==> config.mk <==
export PLATFORM = sky130hd
export DESIGN_NAME = line_viewport_clip_sampler
export DESIGN_NICKNAME = d
export VERILOG_FILES = /design/src/sv/lvcs_pkg.sv /design/src/sv/line_viewport_clip_sampler.sv /design/src/sv/lvcs_muldiv.sv
export SDC_FILE = /design/constraint.sdc
export NUM_CORES = 2
export LEC_CHECK = 0
export ABC_CLOCK_PERIOD_IN_PS = 12400
export BUFFER_PORTS_ARGS = -buffer_cell sky130_fd_sc_hd__clkbuf_2
export CAP_MARGIN = 20
export CORE_MARGIN = 8
export CORE_UTILIZATION = 52
export DETAILED_ROUTE_END_ITERATION = 12
export MAX_ROUTING_LAYER = met4
export PLACE_DENSITY_LB_ADDON = 0.12
export RECOVER_POWER = 25
export SYNTH_ARGS = -nofsm -noshare
export SYNTH_HDL_FRONTEND = slang
export SYNTH_SLANG_ARGS = --single-unit
==> constraint.sdc <==
create_clock -name clk -period 12.4 [get_ports clk]
set_clock_uncertainty 0.1 [all_clocks]
set_input_delay 0.62 -clock clk [delete_from_list [all_inputs] [get_ports clk]]
set_output_delay 0.62 -clock clk [all_outputs]
set_load 0.02 [all_outputs]
==> src/sv/lvcs_pkg.sv <==
// ----------------------------------------------------------------------------
// lvcs_pkg: shared definitions for the line viewport clip sampler
// Widths, register indexes, reset values, result kinds and state types.
// ----------------------------------------------------------------------------
package lvcs_pkg;

    localparam int COORD_W = 32;          // Q16.16 coordinate
    localparam int DIFF_W  = 33;          // difference of two coordinates
    localparam int QUO_W   = 42;          // signed, saturated mul-div result
    localparam int CNT_W   = 7;           // point count and point index
    localparam int MAX_POINTS_DEF = 64;

    localparam logic signed [COORD_W-1:0] VIEW_LEFT_RST   = -32'sd655360;
    localparam logic signed [COORD_W-1:0] VIEW_RIGHT_RST  = 32'sd655360;
    localparam logic signed [COORD_W-1:0] VIEW_BOTTOM_RST = -32'sd655360;
    localparam logic signed [COORD_W-1:0] VIEW_TOP_RST    = 32'sd655360;

    typedef enum logic [1:0] {
        REG_LEFT   = 2'd0,
        REG_RIGHT  = 2'd1,
        REG_BOTTOM = 2'd2,
        REG_TOP    = 2'd3
    } cfg_index_t;

    typedef enum logic [1:0] {
        KIND_LINE    = 2'd0,
        KIND_POINT   = 2'd1,
        KIND_NOTHING = 2'd2
    } kind_t;

    typedef enum logic [1:0] {
        MD_IDLE,
        MD_MUL,
        MD_DIV
    } md_state_t;

    typedef enum logic [3:0] {
        ST_IDLE,
        ST_CLIP,
        ST_CLIP_WAIT,
        ST_CLIP_END,
        ST_DRAW,
        ST_PT,
        ST_PT_WX,
        ST_PT_WY,
        ST_OUT
    } ctl_state_t;

endpackage

==> src/sv/line_viewport_clip_sampler.sv <==
// ----------------------------------------------------------------------------
// line_viewport_clip_sampler: clip a line to a viewport and sample it
// Sequence: a segment with count zero passes through the draw state, and then
// its line result is registered. Each multiply-divide in the shared unit runs
// a load, 33 multiply steps, 66 divide steps and a registered result. Clipping
// an infinite line runs up to four of them; each sampled point other than the
// first takes two.
// Throughput: one item at a time; a new input is taken only after the last
// result of the previous item has been transferred.
// Reset: rst_n is asynchronous and active low; it returns the sequencer to
// idle, drops the output valid and loads the default viewport of +-10.0.
// ----------------------------------------------------------------------------
module line_viewport_clip_sampler
#(
    parameter int MAX_POINTS = lvcs_pkg::MAX_POINTS_DEF
)
(
    input  logic                                 clk,
    input  logic                                 rst_n,
    // Configuration write port
    input  logic                                 cfg_we,
    input  logic [1:0]                           cfg_addr,
    input  logic [lvcs_pkg::COORD_W-1:0]         cfg_wdata,
    // Input channel
    input  logic                                 in_valid,
    output logic                                 in_ready,
    input  logic signed [lvcs_pkg::COORD_W-1:0]  start_x,
    input  logic signed [lvcs_pkg::COORD_W-1:0]  start_y,
    input  logic signed [lvcs_pkg::COORD_W-1:0]  end_x,
    input  logic signed [lvcs_pkg::COORD_W-1:0]  end_y,
    input  logic                                 infinite_line,
    input  logic [lvcs_pkg::CNT_W-1:0]           point_count,
    // Output channel
    output logic                                 out_valid,
    input  logic                                 out_ready,
    output logic [1:0]                           result_kind,
    output logic signed [lvcs_pkg::COORD_W-1:0]  out_ax,
    output logic signed [lvcs_pkg::COORD_W-1:0]  out_ay,
    output logic signed [lvcs_pkg::COORD_W-1:0]  out_bx,
    output logic signed [lvcs_pkg::COORD_W-1:0]  out_by,
    output logic                                 last_of_run
);

    localparam int CW = lvcs_pkg::COORD_W;
    localparam int DW = lvcs_pkg::DIFF_W;
    localparam int QW = lvcs_pkg::QUO_W;
    localparam int NW = lvcs_pkg::CNT_W;
    localparam int SW = QW + 1;     // coordinate plus quotient, no overflow
    localparam logic [NW-1:0] MAX_N = NW'(MAX_POINTS);

    // Viewport registers
    logic signed [CW-1:0] left_reg, right_reg, bottom_reg, top_reg;

    always_ff @(posedge clk or negedge rst_n)
    begin
        if (!rst_n)
        begin
            left_reg   <= lvcs_pkg::VIEW_LEFT_RST;
            right_reg  <= lvcs_pkg::VIEW_RIGHT_RST;
            bottom_reg <= lvcs_pkg::VIEW_BOTTOM_RST;
            top_reg    <= lvcs_pkg::VIEW_TOP_RST;
        end
        else if (cfg_we)
        begin
            unique case (lvcs_pkg::cfg_index_t'(cfg_addr))
                lvcs_pkg::REG_LEFT:   left_reg   <= cfg_wdata;
                lvcs_pkg::REG_RIGHT:  right_reg  <= cfg_wdata;
                lvcs_pkg::REG_BOTTOM: bottom_reg <= cfg_wdata;
                lvcs_pkg::REG_TOP:    top_reg    <= cfg_wdata;
                default:              ;
            endcase
        end
    end

    // Sequencer state
    lvcs_pkg::ctl_state_t state_reg, state_next;
    logic                 out_valid_reg, out_valid_next;

    // Working endpoints: the input endpoints, later the clipped ones.
    logic signed [CW-1:0] ax_reg, ax_next, ay_reg, ay_next;
    logic signed [CW-1:0] bx_reg, bx_next, by_reg, by_next;
    logic [NW-1:0]        n_reg, n_next;
    logic [NW-1:0]        i_reg, i_next;
    logic [1:0]           step_reg, step_next;
    logic [1:0]           nh_reg, nh_next;
    logic signed [CW-1:0] h0x_reg, h0x_next, h0y_reg, h0y_next;
    logic signed [CW-1:0] h1x_reg, h1x_next, h1y_reg, h1y_next;
    logic signed [CW-1:0] px_reg, px_next;

    // Output register
    logic [1:0]           kind_reg, kind_next;
    logic signed [CW-1:0] oax_reg, oax_next, oay_reg, oay_next;
    logic signed [CW-1:0] obx_reg, obx_next, oby_reg, oby_next;
    logic                 last_reg, last_next;

    // Shared multiply-divide unit
    logic                 md_start, md_done, md_busy;
    logic signed [DW-1:0] md_a, md_b, md_d;
    logic signed [QW-1:0] md_q;

    lvcs_muldiv u_muldiv
    (
        .clk   (clk),
        .rst_n (rst_n),
        .start (md_start),
        .a     (md_a),
        .b     (md_b),
        .d     (md_d),
        .done  (md_done),
        .busy  (md_busy),
        .q     (md_q)
    );

    always_ff @(posedge clk or negedge rst_n)
    begin
        if (!rst_n)
        begin
            state_reg     <= lvcs_pkg::ST_IDLE;
            out_valid_reg <= 1'b0;
        end
        else
        begin
            state_reg     <= state_next;
            out_valid_reg <= out_valid_next;
        end
    end

    always_ff @(posedge clk)
    begin
        ax_reg   <= ax_next;
        ay_reg   <= ay_next;
        bx_reg   <= bx_next;
        by_reg   <= by_next;
        n_reg    <= n_next;
        i_reg    <= i_next;
        step_reg <= step_next;
        nh_reg   <= nh_next;
        h0x_reg  <= h0x_next;
        h0y_reg  <= h0y_next;
        h1x_reg  <= h1x_next;
        h1y_reg  <= h1y_next;
        px_reg   <= px_next;
        kind_reg <= kind_next;
        oax_reg  <= oax_next;
        oay_reg  <= oay_next;
        obx_reg  <= obx_next;
        oby_reg  <= oby_next;
        last_reg <= last_next;
    end

    // Line direction and the border handled in the current clipping step.
    // Steps 0 and 1 are the left and right borders, 2 and 3 bottom and top.
    logic signed [DW-1:0] dx, dy, in_dx, in_dy;
    logic                 vert_step, need_div;
    logic signed [CW-1:0] border;
    logic signed [SW-1:0] other;
    logic                 cand_ok, dup, in_x_range, in_y_range;
    logic signed [CW-1:0] cand_x, cand_y;
    logic [NW-1:0]        n_sat;

    assign dx        = DW'(bx_reg) - DW'(ax_reg);
    assign dy        = DW'(by_reg) - DW'(ay_reg);
    assign in_dx     = DW'(end_x) - DW'(start_x);
    assign in_dy     = DW'(end_y) - DW'(start_y);
    assign vert_step = ~step_reg[1];
    assign need_div  = vert_step ? (dx != '0) : (dy != '0);
    assign n_sat     = (point_count > MAX_N) ? MAX_N : point_count;
    assign in_x_range = (ax_reg >= left_reg) && (ax_reg <= right_reg);
    assign in_y_range = (ay_reg >= bottom_reg) && (ay_reg <= top_reg);

    always_comb
    begin
        unique case (step_reg)
            2'd0:    border = left_reg;
            2'd1:    border = right_reg;
            2'd2:    border = bottom_reg;
            default: border = top_reg;
        endcase
    end

    // Candidate hit for the current step, either from the quotient or, for
    // a line parallel to the border pair, straight from the start point.
    always_comb
    begin
        other = '0;
        if (need_div)
        begin
            if (vert_step)
            begin
                other   = SW'(ay_reg) + SW'(md_q);
                cand_ok = (other >= SW'(bottom_reg)) && (other <= SW'(top_reg));
                cand_x  = border;
                cand_y  = other[CW-1:0];
            end
            else
            begin
                other   = SW'(ax_reg) + SW'(md_q);
                cand_ok = (other >= SW'(left_reg)) && (other <= SW'(right_reg));
                cand_x  = other[CW-1:0];
                cand_y  = border;
            end
        end
        else if (vert_step)
        begin
            cand_ok = in_x_range;
            cand_x  = ax_reg;
            cand_y  = step_reg[0] ? top_reg : bottom_reg;
        end
        else
        begin
            cand_ok = in_y_range;
            cand_x  = step_reg[0] ? right_reg : left_reg;
            cand_y  = ay_reg;
        end
    end

    // Corner hits arrive twice; a hit already kept is dropped.
    assign dup = ((nh_reg != 2'd0) && (h0x_reg == cand_x) && (h0y_reg == cand_y))
              || ((nh_reg == 2'd2) && (h1x_reg == cand_x) && (h1y_reg == cand_y));

    always_comb
    begin
        state_next     = state_reg;
        out_valid_next = out_valid_reg;
        ax_next   = ax_reg;
        ay_next   = ay_reg;
        bx_next   = bx_reg;
        by_next   = by_reg;
        n_next    = n_reg;
        i_next    = i_reg;
        step_next = step_reg;
        nh_next   = nh_reg;
        h0x_next  = h0x_reg;
        h0y_next  = h0y_reg;
        h1x_next  = h1x_reg;
        h1y_next  = h1y_reg;
        px_next   = px_reg;
        kind_next = kind_reg;
        oax_next  = oax_reg;
        oay_next  = oay_reg;
        obx_next  = obx_reg;
        oby_next  = oby_reg;
        last_next = last_reg;
        md_start  = 1'b0;
        md_a      = '0;
        md_b      = '0;
        md_d      = '0;
        in_ready  = (state_reg == lvcs_pkg::ST_IDLE);

        // Operands: clipping steps solve for the other coordinate at a border;
        // point steps scale the span by i / (n - 1).
        if (state_reg == lvcs_pkg::ST_CLIP)
        begin
            if (vert_step)
            begin
                md_a = dy;
                md_b = DW'(border) - DW'(ax_reg);
                md_d = dx;
            end
            else
            begin
                md_a = dx;
                md_b = DW'(border) - DW'(ay_reg);
                md_d = dy;
            end
        end
        else
        begin
            md_a = (state_reg == lvcs_pkg::ST_PT_WX) ? dy : dx;
            md_b = DW'(i_reg);
            md_d = DW'(n_reg - NW'(1));
        end

        unique case (state_reg)
            lvcs_pkg::ST_IDLE:
            begin
                if (in_valid)
                begin
                    ax_next   = start_x;
                    ay_next   = start_y;
                    bx_next   = end_x;
                    by_next   = end_y;
                    n_next    = n_sat;
                    i_next    = '0;
                    step_next = 2'd0;
                    nh_next   = 2'd0;
                    if (infinite_line && in_dx == '0 && in_dy == '0)
                    begin
                        kind_next      = lvcs_pkg::KIND_NOTHING;
                        oax_next       = '0;
                        oay_next       = '0;
                        obx_next       = '0;
                        oby_next       = '0;
                        last_next      = 1'b1;
                        out_valid_next = 1'b1;
                        state_next     = lvcs_pkg::ST_OUT;
                    end
                    else if (infinite_line)
                        state_next = lvcs_pkg::ST_CLIP;
                    else
                        state_next = lvcs_pkg::ST_DRAW;
                end
            end
            lvcs_pkg::ST_CLIP, lvcs_pkg::ST_CLIP_WAIT:
            begin
                if (state_reg == lvcs_pkg::ST_CLIP && need_div)
                begin
                    md_start   = 1'b1;
                    state_next = lvcs_pkg::ST_CLIP_WAIT;
                end
                else if (state_reg == lvcs_pkg::ST_CLIP || md_done)
                begin
                    if (cand_ok && !dup && nh_reg != 2'd2)
                    begin
                        if (nh_reg == 2'd0)
                        begin
                            h0x_next = cand_x;
                            h0y_next = cand_y;
                        end
                        else
                        begin
                            h1x_next = cand_x;
                            h1y_next = cand_y;
                        end
                        nh_next = nh_reg + 2'd1;
                    end
                    step_next  = step_reg + 2'd1;
                    state_next = (step_reg == 2'd3) ? lvcs_pkg::ST_CLIP_END
                                                    : lvcs_pkg::ST_CLIP;
                end
            end
            lvcs_pkg::ST_CLIP_END:
            begin
                if (nh_reg != 2'd2)
                begin
                    kind_next      = lvcs_pkg::KIND_NOTHING;
                    oax_next       = '0;
                    oay_next       = '0;
                    obx_next       = '0;
                    oby_next       = '0;
                    last_next      = 1'b1;
                    out_valid_next = 1'b1;
                    state_next     = lvcs_pkg::ST_OUT;
                end
                else
                begin
                    ax_next    = h0x_reg;
                    ay_next    = h0y_reg;
                    bx_next    = h1x_reg;
                    by_next    = h1y_reg;
                    state_next = lvcs_pkg::ST_DRAW;
                end
            end
            lvcs_pkg::ST_DRAW:
            begin
                if (n_reg == '0)
                begin
                    kind_next      = lvcs_pkg::KIND_LINE;
                    oax_next       = ax_reg;
                    oay_next       = ay_reg;
                    obx_next       = bx_reg;
                    oby_next       = by_reg;
                    last_next      = 1'b1;
                    out_valid_next = 1'b1;
                    state_next     = lvcs_pkg::ST_OUT;
                end
                else
                begin
                    state_next = lvcs_pkg::ST_PT;
                end
            end
            lvcs_pkg::ST_PT:
            begin
                // The first point is the start itself.
                if (i_reg == '0)
                begin
                    kind_next      = lvcs_pkg::KIND_POINT;
                    oax_next       = ax_reg;
                    oay_next       = ay_reg;
                    obx_next       = '0;
                    oby_next       = '0;
                    last_next      = (n_reg == NW'(1));
                    out_valid_next = 1'b1;
                    state_next     = lvcs_pkg::ST_OUT;
                end
                else
                begin
                    md_start   = 1'b1;
                    state_next = lvcs_pkg::ST_PT_WX;
                end
            end
            lvcs_pkg::ST_PT_WX:
            begin
                if (md_done)
                begin
                    px_next    = ax_reg + md_q[CW-1:0];
                    md_start   = 1'b1;
                    state_next = lvcs_pkg::ST_PT_WY;
                end
            end
            lvcs_pkg::ST_PT_WY:
            begin
                if (md_done)
                begin
                    kind_next      = lvcs_pkg::KIND_POINT;
                    oax_next       = px_reg;
                    oay_next       = ay_reg + md_q[CW-1:0];
                    obx_next       = '0;
                    oby_next       = '0;
                    last_next      = (i_reg == n_reg - NW'(1));
                    out_valid_next = 1'b1;
                    state_next     = lvcs_pkg::ST_OUT;
                end
            end
            lvcs_pkg::ST_OUT:
            begin
                if (out_ready)
                begin
                    out_valid_next = 1'b0;
                    if (last_reg)
                    begin
                        state_next = lvcs_pkg::ST_IDLE;
                    end
                    else
                    begin
                        i_next     = i_reg + NW'(1);
                        state_next = lvcs_pkg::ST_PT;
                    end
                end
            end
            default:
            begin
                state_next = lvcs_pkg::ST_IDLE;
            end
        endcase
    end

    assign out_valid   = out_valid_reg;
    assign result_kind = kind_reg;
    assign out_ax      = oax_reg;
    assign out_ay      = oay_reg;
    assign out_bx      = obx_reg;
    assign out_by      = oby_reg;
    assign last_of_run = last_reg;

    // A result is only ever shown while the sequencer waits for its transfer.
    assert property (@(posedge clk) disable iff (!rst_n)
        out_valid |-> state_reg == lvcs_pkg::ST_OUT)
        else $error("output valid outside the output wait state");

    // The shared unit is never restarted while it is still working.
    assert property (@(posedge clk) disable iff (!rst_n)
        md_start |-> !md_busy)
        else $error("multiply-divide started while busy");

    // A final result hands control back to idle after its transfer.
    assert property (@(posedge clk) disable iff (!rst_n)
        (out_valid && out_ready && last_of_run) |=> in_ready)
        else $error("block not idle after the last result");

    // Clipping never keeps more than two hits.
    assert property (@(posedge clk) disable iff (!rst_n)
        (state_reg == lvcs_pkg::ST_CLIP_END) |-> nh_reg != 2'd3)
        else $error("hit count overflow");

endmodule

==> src/sv/lvcs_muldiv.sv <==
// ----------------------------------------------------------------------------
// lvcs_muldiv: iterative signed multiply-divide
// Computes a * b / d truncated toward zero, magnitude saturated to 2^40,
// by a shift-add multiply followed by a restoring divide, one bit a cycle.
// ----------------------------------------------------------------------------
module lvcs_muldiv
(
    input  logic                                    clk,
    input  logic                                    rst_n,
    input  logic                                    start,
    input  logic signed [lvcs_pkg::DIFF_W-1:0]      a,
    input  logic signed [lvcs_pkg::DIFF_W-1:0]      b,
    input  logic signed [lvcs_pkg::DIFF_W-1:0]      d,
    output logic                                    done,
    output logic                                    busy,
    output logic signed [lvcs_pkg::QUO_W-1:0]       q
);

    localparam int W  = lvcs_pkg::DIFF_W;
    localparam int PW = 2 * W;
    localparam int QW = lvcs_pkg::QUO_W - 1;

    lvcs_pkg::md_state_t state_reg, state_next;

    logic [W-1:0]        ua_reg, ua_next, ub_reg, ub_next, ud_reg, ud_next;
    logic                neg_reg, neg_next;
    logic [PW-1:0]       prod_reg, prod_next;
    logic [W-1:0]        rem_reg, rem_next;
    logic [QW-1:0]       quo_reg, quo_next;
    logic                ovf_reg, ovf_next;
    logic [6:0]          cnt_reg, cnt_next;
    logic                done_reg, done_next;
    logic signed [QW:0]  q_reg, q_next;

    logic [W:0]          trial;
    logic                qbit;
    logic [QW-1:0]       mag;

    always_ff @(posedge clk or negedge rst_n)
    begin
        if (!rst_n)
        begin
            state_reg <= lvcs_pkg::MD_IDLE;
            done_reg  <= 1'b0;
        end
        else
        begin
            state_reg <= state_next;
            done_reg  <= done_next;
        end
    end

    always_ff @(posedge clk)
    begin
        ua_reg   <= ua_next;
        ub_reg   <= ub_next;
        ud_reg   <= ud_next;
        neg_reg  <= neg_next;
        prod_reg <= prod_next;
        rem_reg  <= rem_next;
        quo_reg  <= quo_next;
        ovf_reg  <= ovf_next;
        cnt_reg  <= cnt_next;
        q_reg    <= q_next;
    end

    always_comb
    begin
        state_next = state_reg;
        ua_next    = ua_reg;
        ub_next    = ub_reg;
        ud_next    = ud_reg;
        neg_next   = neg_reg;
        prod_next  = prod_reg;
        rem_next   = rem_reg;
        quo_next   = quo_reg;
        ovf_next   = ovf_reg;
        cnt_next   = cnt_reg;
        q_next     = q_reg;
        done_next  = 1'b0;
        trial      = {rem_reg, prod_reg[PW-1]};
        qbit       = 1'b0;
        mag        = '0;

        unique case (state_reg)
            lvcs_pkg::MD_IDLE:
            begin
                if (start)
                begin
                    ua_next    = a[W-1] ? W'(-a) : W'(a);
                    ub_next    = b[W-1] ? W'(-b) : W'(b);
                    ud_next    = d[W-1] ? W'(-d) : W'(d);
                    neg_next   = (a[W-1] ^ b[W-1]) ^ d[W-1];
                    prod_next  = '0;
                    cnt_next   = 7'(W - 1);
                    state_next = lvcs_pkg::MD_MUL;
                end
            end
            lvcs_pkg::MD_MUL:
            begin
                prod_next = (prod_reg << 1)
                          + (ub_reg[cnt_reg[5:0]] ? PW'(ua_reg) : PW'(0));
                if (cnt_reg == 7'd0)
                begin
                    cnt_next   = 7'(PW - 1);
                    rem_next   = '0;
                    quo_next   = '0;
                    ovf_next   = 1'b0;
                    state_next = lvcs_pkg::MD_DIV;
                end
                else
                begin
                    cnt_next = cnt_reg - 7'd1;
                end
            end
            lvcs_pkg::MD_DIV:
            begin
                if (trial >= {1'b0, ud_reg})
                begin
                    qbit     = 1'b1;
                    rem_next = W'(trial - {1'b0, ud_reg});
                end
                else
                begin
                    rem_next = trial[W-1:0];
                end
                prod_next = prod_reg << 1;
                quo_next  = {quo_reg[QW-2:0], qbit};
                ovf_next  = ovf_reg | (qbit & (cnt_reg > 7'(QW - 1)));
                if (cnt_reg == 7'd0)
                begin
                    // Saturate anything above 2^40 to 2^40.
                    if (ovf_next || quo_next > {1'b1, {(QW-1){1'b0}}})
                        mag = {1'b1, {(QW-1){1'b0}}};
                    else
                        mag = quo_next;
                    q_next     = neg_reg ? -$signed({1'b0, mag}) : $signed({1'b0, mag});
                    done_next  = 1'b1;
                    state_next = lvcs_pkg::MD_IDLE;
                end
                else
                begin
                    cnt_next = cnt_reg - 7'd1;
                end
            end
            default:
            begin
                state_next = lvcs_pkg::MD_IDLE;
            end
        endcase
    end

    assign done = done_reg;
    assign busy = (state_reg != lvcs_pkg::MD_IDLE);
    assign q    = q_reg;

endmodule

# Yosys cells after proc, flatten, opt, wreduce, memory -nomap -nowiden
# Index checks and enable logic that the tools add are counted.
# totals
elab_cells,311
output_inout_bits,133
reg_bits,862
# classes
magnitude_cmp,13
bitwise,6
mux,128
add_sub_neg,22
reduce_logical,59
eq_ne,42
# op_table
cell,count
$mux W32,32
$pmux W32 S5,4
$mux W33,10
$pmux W32 S2,4
$pmux W66 S3,1
$sub A32 B32 Y33,6
$mux W41,4
$eq A32 B32 Y1,4
$neg A33 Y33,3
$pmux W32 S3,1
$add A32 B42 Y43,2
$ge A43 B32 Y1,2
$le A43 B32 Y1,2
$pmux W40 S2,1
$add A66 B66 Y66,1
$logic_not A33 Y1,2
$mux W66,1
$pmux W33 S2,1
$reduce_bool A33 Y1,2
$add A32 B32 Y32,2
$ge A32 B32 Y1,2
$le A32 B32 Y1,2
$mux W7,6
$neg A41 Y42,1
other kinds (58),174

# Depth between registers and ports, before layout
# logic_depth
word_depth,15
depth_mapped,35
ltp_nobuf,33

# Hierarchy
# From an unflattened synthesis, not the netlist that was laid out.
# hier_totals
hier_cells,7015
hier_area_um2,66668.9
# by_module_without_submodules
module,area_per_inst_um2,n_inst,cells_per_inst,seq_area_each_um2
line_viewport_clip_sampler,48142.4,1,5174,16490.8
lvcs_muldiv,18526.5,1,1841,8753.4

# Least setup slack after synthesis
# Ideal clock, no wire load.
# synth_timing
path_kind,flip-flop to flip-flop
startpoint,reg ay_reg[0]
endpoint,reg h0x_reg[0] (enable)
t_arrival_ps,10571
path_stages_with_launch,33
path_buffers,0
period_less_slack_ps,11236
t_required_ps,11735
slack_ps,1164
path_cell_list,edfxtp_1 ha_1 fa_1 a211oi_1 o21ai_0 a311oi_1 o21ai_0 a2111oi_0 o31ai_1 a41o_1 a21oi_1 o21ai_0 a21oi_1 nand2b_1 a21boi_0 o211a_1 o21ai_0 a21boi_0 o21ai_0 nand2b_1 o21ai_0 ha_1 nand2_1 or3_1 nor3_1 a2111oi_0 nand3b_1 o21ai_0 o21ai_0 a32o_1 o21a_1 o21ai_1 nor3_1
# synth_via
elab_chain_cells,12
word_cells_on_any_way,32
classes_between,add/sub (2); order compare (4); eq/ne (4); mux (8); bitwise (1); reduce/logical (13)
# synth_rtl
item,line,source
start: declaration,line_viewport_clip_sampler.sv:80,"logic signed [CW-1:0] ax_reg, ax_next, ay_reg, ay_next;"
start signal: assignment,line_viewport_clip_sampler.sv:131,ay_reg <= ay_next;
branches (longest 11 deep; another with $add A32 B42 Y43),n/a,
$reduce_and A5 Y1 (no source line) (*),n/a,
end signal: assignment,line_viewport_clip_sampler.sv:138,h0x_reg <= h0x_next;
end: declaration,line_viewport_clip_sampler.sv:86,"logic signed [CW-1:0] h0x_reg, h0x_next, h0y_reg, h0y_next;"
# Mark *: on every way between the ends.
# A chain may end at the register's enable or synchronous reset.

# Worst setup path in the final report
# layout_timing
startpoint,reg ay_reg[0]
endpoint,reg h1y_reg[4] (enable)
# layout_via
elab_chain_cells,12
word_cells_on_any_way,32
classes_between,add/sub (2); order compare (4); eq/ne (4); mux (8); bitwise (1); reduce/logical (13)
# layout_rtl
item,line,source
branches (longest 11 deep; another with $add A32 B42 Y43),n/a,
$reduce_and A5 Y1 (no source line) (*),n/a,
end signal: assignment,line_viewport_clip_sampler.sv:141,h1y_reg <= h1y_next;
end: declaration,line_viewport_clip_sampler.sv:87,"logic signed [CW-1:0] h1x_reg, h1x_next, h1y_reg, h1y_next;"
# Marked as above.

==> summary.md <==
| Metric | Value |
|---|---|
| Status | finished with violations |
| Failing checks | max-capacitance violations, max-slew violations |
| # rows | 130 |
| M1 WL | 104 mm |
| Clk buf depth | 3 |
| Hold crit path type | primary input to flop |
| Initial core utilization | 52.3% |
| Non-filler cells, final | 8848 |
| Reg clk slew, reported paths | 0.07 ns |
| Sw frac | 46.4% |
| Worst slew margin | -258% |
| Die extent in x | 371 um |
| RSZ-0062 raised after global routing | false |
| Hold EP | left_reg[9] |
| Reg area | 25200 sq um |
| Routed wl met3 | 25.3 mm |
| Largest net degree at the start of global routing | 85 |
| Fin. Hold Viols | 0 |
| Via count | 57600 |
| Syn Nets | 7656 |
| Core ar. | 125000 sq um |
| Arrival time of the worst setup path | 10.07 ns |
| Seq/Total Area, Yosys | 38.5% |
| Seq cells post-synth | 862 |
| First-pass GRT wire length | 376 mm |
| Syn Inst Count | 6841 |
| Post-synth top area share | 33.3% |
| Final RePlAce weighted congestion | 1.07 |
| Worst hold path depth | 3 |
| Layout area overhead | 10.3% |
| Max VDD drop | 0.144 mV |
| Most common cell in the netlist | edfxtp_1 |
| I/O pin total | 308 |
| DRT antenna net count | 0 |
| Die footprint | 138000 sq um |
| Setup bufs post-CTS | 0 |
| Skew-Pair Late Insertion Delay | 0.75 ns |
| Nets | 7913 |
| Final setup vio count | 0 |
| Hold Path Origin | cfg_wdata[9] |
| Net Switching | 7.72 mW |
| Overall routing resource usage | 38.3% |
| Ys async rst share | 15.8% |
| PwrDens | 230 nW/um^2 |
| Max reg flops | 66 |
| Die height | 371 um |
| Comb power frac | 52.9% |
| Max_cap viols | 7 |
| Drt drc | 0 |
| Cell area after synthesis | 65500 sq um |
| Mean Syn Cell Area | 9.57 sq um |
| Kind of start point of the critical path | flop |
| Critical path class | flop to flop |
| R2R setup slack | 2.59 ns |
| Post-DP HPWL | 210 mm |
| Final wirelength | 265 mm |
| CTS Root Cell | clkbuf_16 |
| Clock power frac | 18.3% |
| Share of layout cells above drive strength 1 | 10.5% |
| Area used by multi-input combinational logic | 37700 sq um |
| R2R Path End | h1y_reg[4] |
| Num CTS Buffers | 99 |
| Setup TNS | 0 ns |
| DR pass1 iterations | 10 |
| Synth area leader | edfxtp_1 |
| Internal | 8.92 mW |
| Critical R2R Launch | ay_reg[0] |
| P_leak | 29.6 nW |
| Filler Cell Count | 11100 |
| Max layer used | met4 |
| Worst-margin pin slew | 5.37 ns |
| CP peak stage delay | 0.79 ns |
| Slowest-stage cell, CP | buf_4 |
| CTS tree | done |
| Synth top cells by count | edfxtp_1, ha_1, nand2_1, o21ai_0, a21oi_1 |
| Post-synth EDFFs | 726 |
| Register-to-Register Path Depth | 34 |
| Area contributors post-synth | edfxtp_1, ha_1, o21ai_0 |
| Remaining Overflow, GRT | 0 |
| # H-tree levels | 3 |
| Critical Path End Type | flop |
| Vias in the first global route | 55100 |
| Final Cycle Share | 79.1% |
| Routed wl met2 | 116 mm |
| Via density | 6.51 |
| Synth unique cells | 100 |
| Sinks on the clock net | 862 |
| Most used cell, CP | o21ai_0 |
| Max Slew Vio Count | 350 |
| FMAX | 102 MHz |
| Min cycle time layout | 9.81 ns |
| Crit Path Max Fanout | 61 |
| Synth Flop Type | edfxtp_1 |
| Worst endpoint required time | 12.66 ns |
| Placed instance count | 8642 |
| Antenna violations before repair | 23 |
| Post-DR wirelength/cell | 30.0 um |
| Yosys Warn Count | 0 |
| Critical Path Start | ay_reg[0] |
| Sequential share of power | 28.9% |
| DRT iter0 DRCs | 7199 |
| PortBufs | 307 |
[cells by family (layout without fill, tap and decap cells)]
| family | count (synthesis) | after routing | synth area share, % |
|---|---|---|---|
| flip-flops | 862 | 862 | 38.5 |
| multiplexers | 361 | 361 | 6.45 |
| XOR/XNOR | 394 | 394 | 5.27 |
| AND/OR/NAND/NOR | 2049 | 2049 | 15.5 |
| other | 0 | 18 | 0 |
| AO/OA/AOI/OAI | 1834 | 1834 | 17.9 |
| buffers and inverters | 701 | 1040 | 4.07 |
| adder cells (fa/ha/maj) | 640 | 640 | 12.3 |
[power groups by stage]
stage | registers [mW] | clock network, mW | logic, mW
after floorplan | 4.93 | 0 | 5.49
after global placement | 4.81 | 0 | 8.53
after detailed placement | 4.83 | 0 | 8.61
after CTS | 4.78 | 3.05 | 8.66
after global routing | 4.86 | 3.15 | 9.42
final | 4.80 | 3.04 | 8.80
[worst max path at each step]
stage,to,slack (ns),depth (start not counted)
after floorplan,h0x_reg[0],1.16,32
after global placement,h1x_reg[5],2.81,33
after detailed placement,h1y_reg[29],2.72,34
after CTS,h1y_reg[24],2.68,34
after global routing,h1y_reg[4],1.91,34
final,h1y_reg[4],2.59,34
[per-stage QoR]
stage                     worst slack, ns  area [sq um]  hold slack, ns  power (mW)  utilization, %
after global routing                 1.91         72200          0.0465        17.4            57.7
after CTS                            2.68         72400          0.0100        16.5            57.8
final                                2.59         72300          0.0390        16.6            57.7
after detailed placement             2.72         69100           0.412        13.4            55.2
after floorplan                      1.16         65500           0.224        10.4               -
after global placement               2.81         69000           0.411        13.3            55.1
[worst max-delay path: cells and delay by family, from the launching register on]
family | cells | cell delay [ns]
buffers and inverters | 2 | 0.98
AO/OA/AOI/OAI | 22 | 5.37
flip-flops | 1 | 0.54
AND/OR/NAND/NOR | 7 | 1.42
adder cells (fa/ha/maj) | 3 | 0.98
[repair_timing]
| action | CTS | global route |
|---|---|---|
| hold endpoints to repair | 76 | 0 |
| resized for setup | 0 | 0 |
| hold buffers | 2 | 0 |
[placed cells by master, fill, tap and decap left out, types with 154 or more instances in the layout]
cell | netlist | routed
nor2_1 | 458 | 456
edfxtp_1 | 726 | 726
clkbuf_2 | 0 | 170
inv_1 | 430 | 430
xor2_1 | 178 | 178
a21o_1 | 155 | 154
o21ai_0 | 523 | 520
nand2_1 | 539 | 537
ha_1 | 633 | 633
a21oi_1 | 486 | 483
and2_1 | 190 | 163
xnor2_1 | 216 | 216
mux2i_1 | 155 | 155
mux2_2 | 174 | 174
[routing by layer]
layer | vias up | global-route usage [%]
li1 | 25900 | -
met1 | 27900 | 48.1
met2 | 3221 | 58.4
met3 | 668 | 6.84
met4 | 0 | 21.9
met5 | - | -
[cell type report]
type | count | share of cell area (%)
multi-input combinational | 5278 | 52.2
tap | 1650 | 2.86
clock buffer | 114 | 3.61
clock inverter | 69 | 0.909
sequential | 862 | 34.9
antenna | 18 | 0.0623
inverter | 434 | 2.26
timing repair buffer | 423 | 3.16
(Power assumes the default switching activity.)
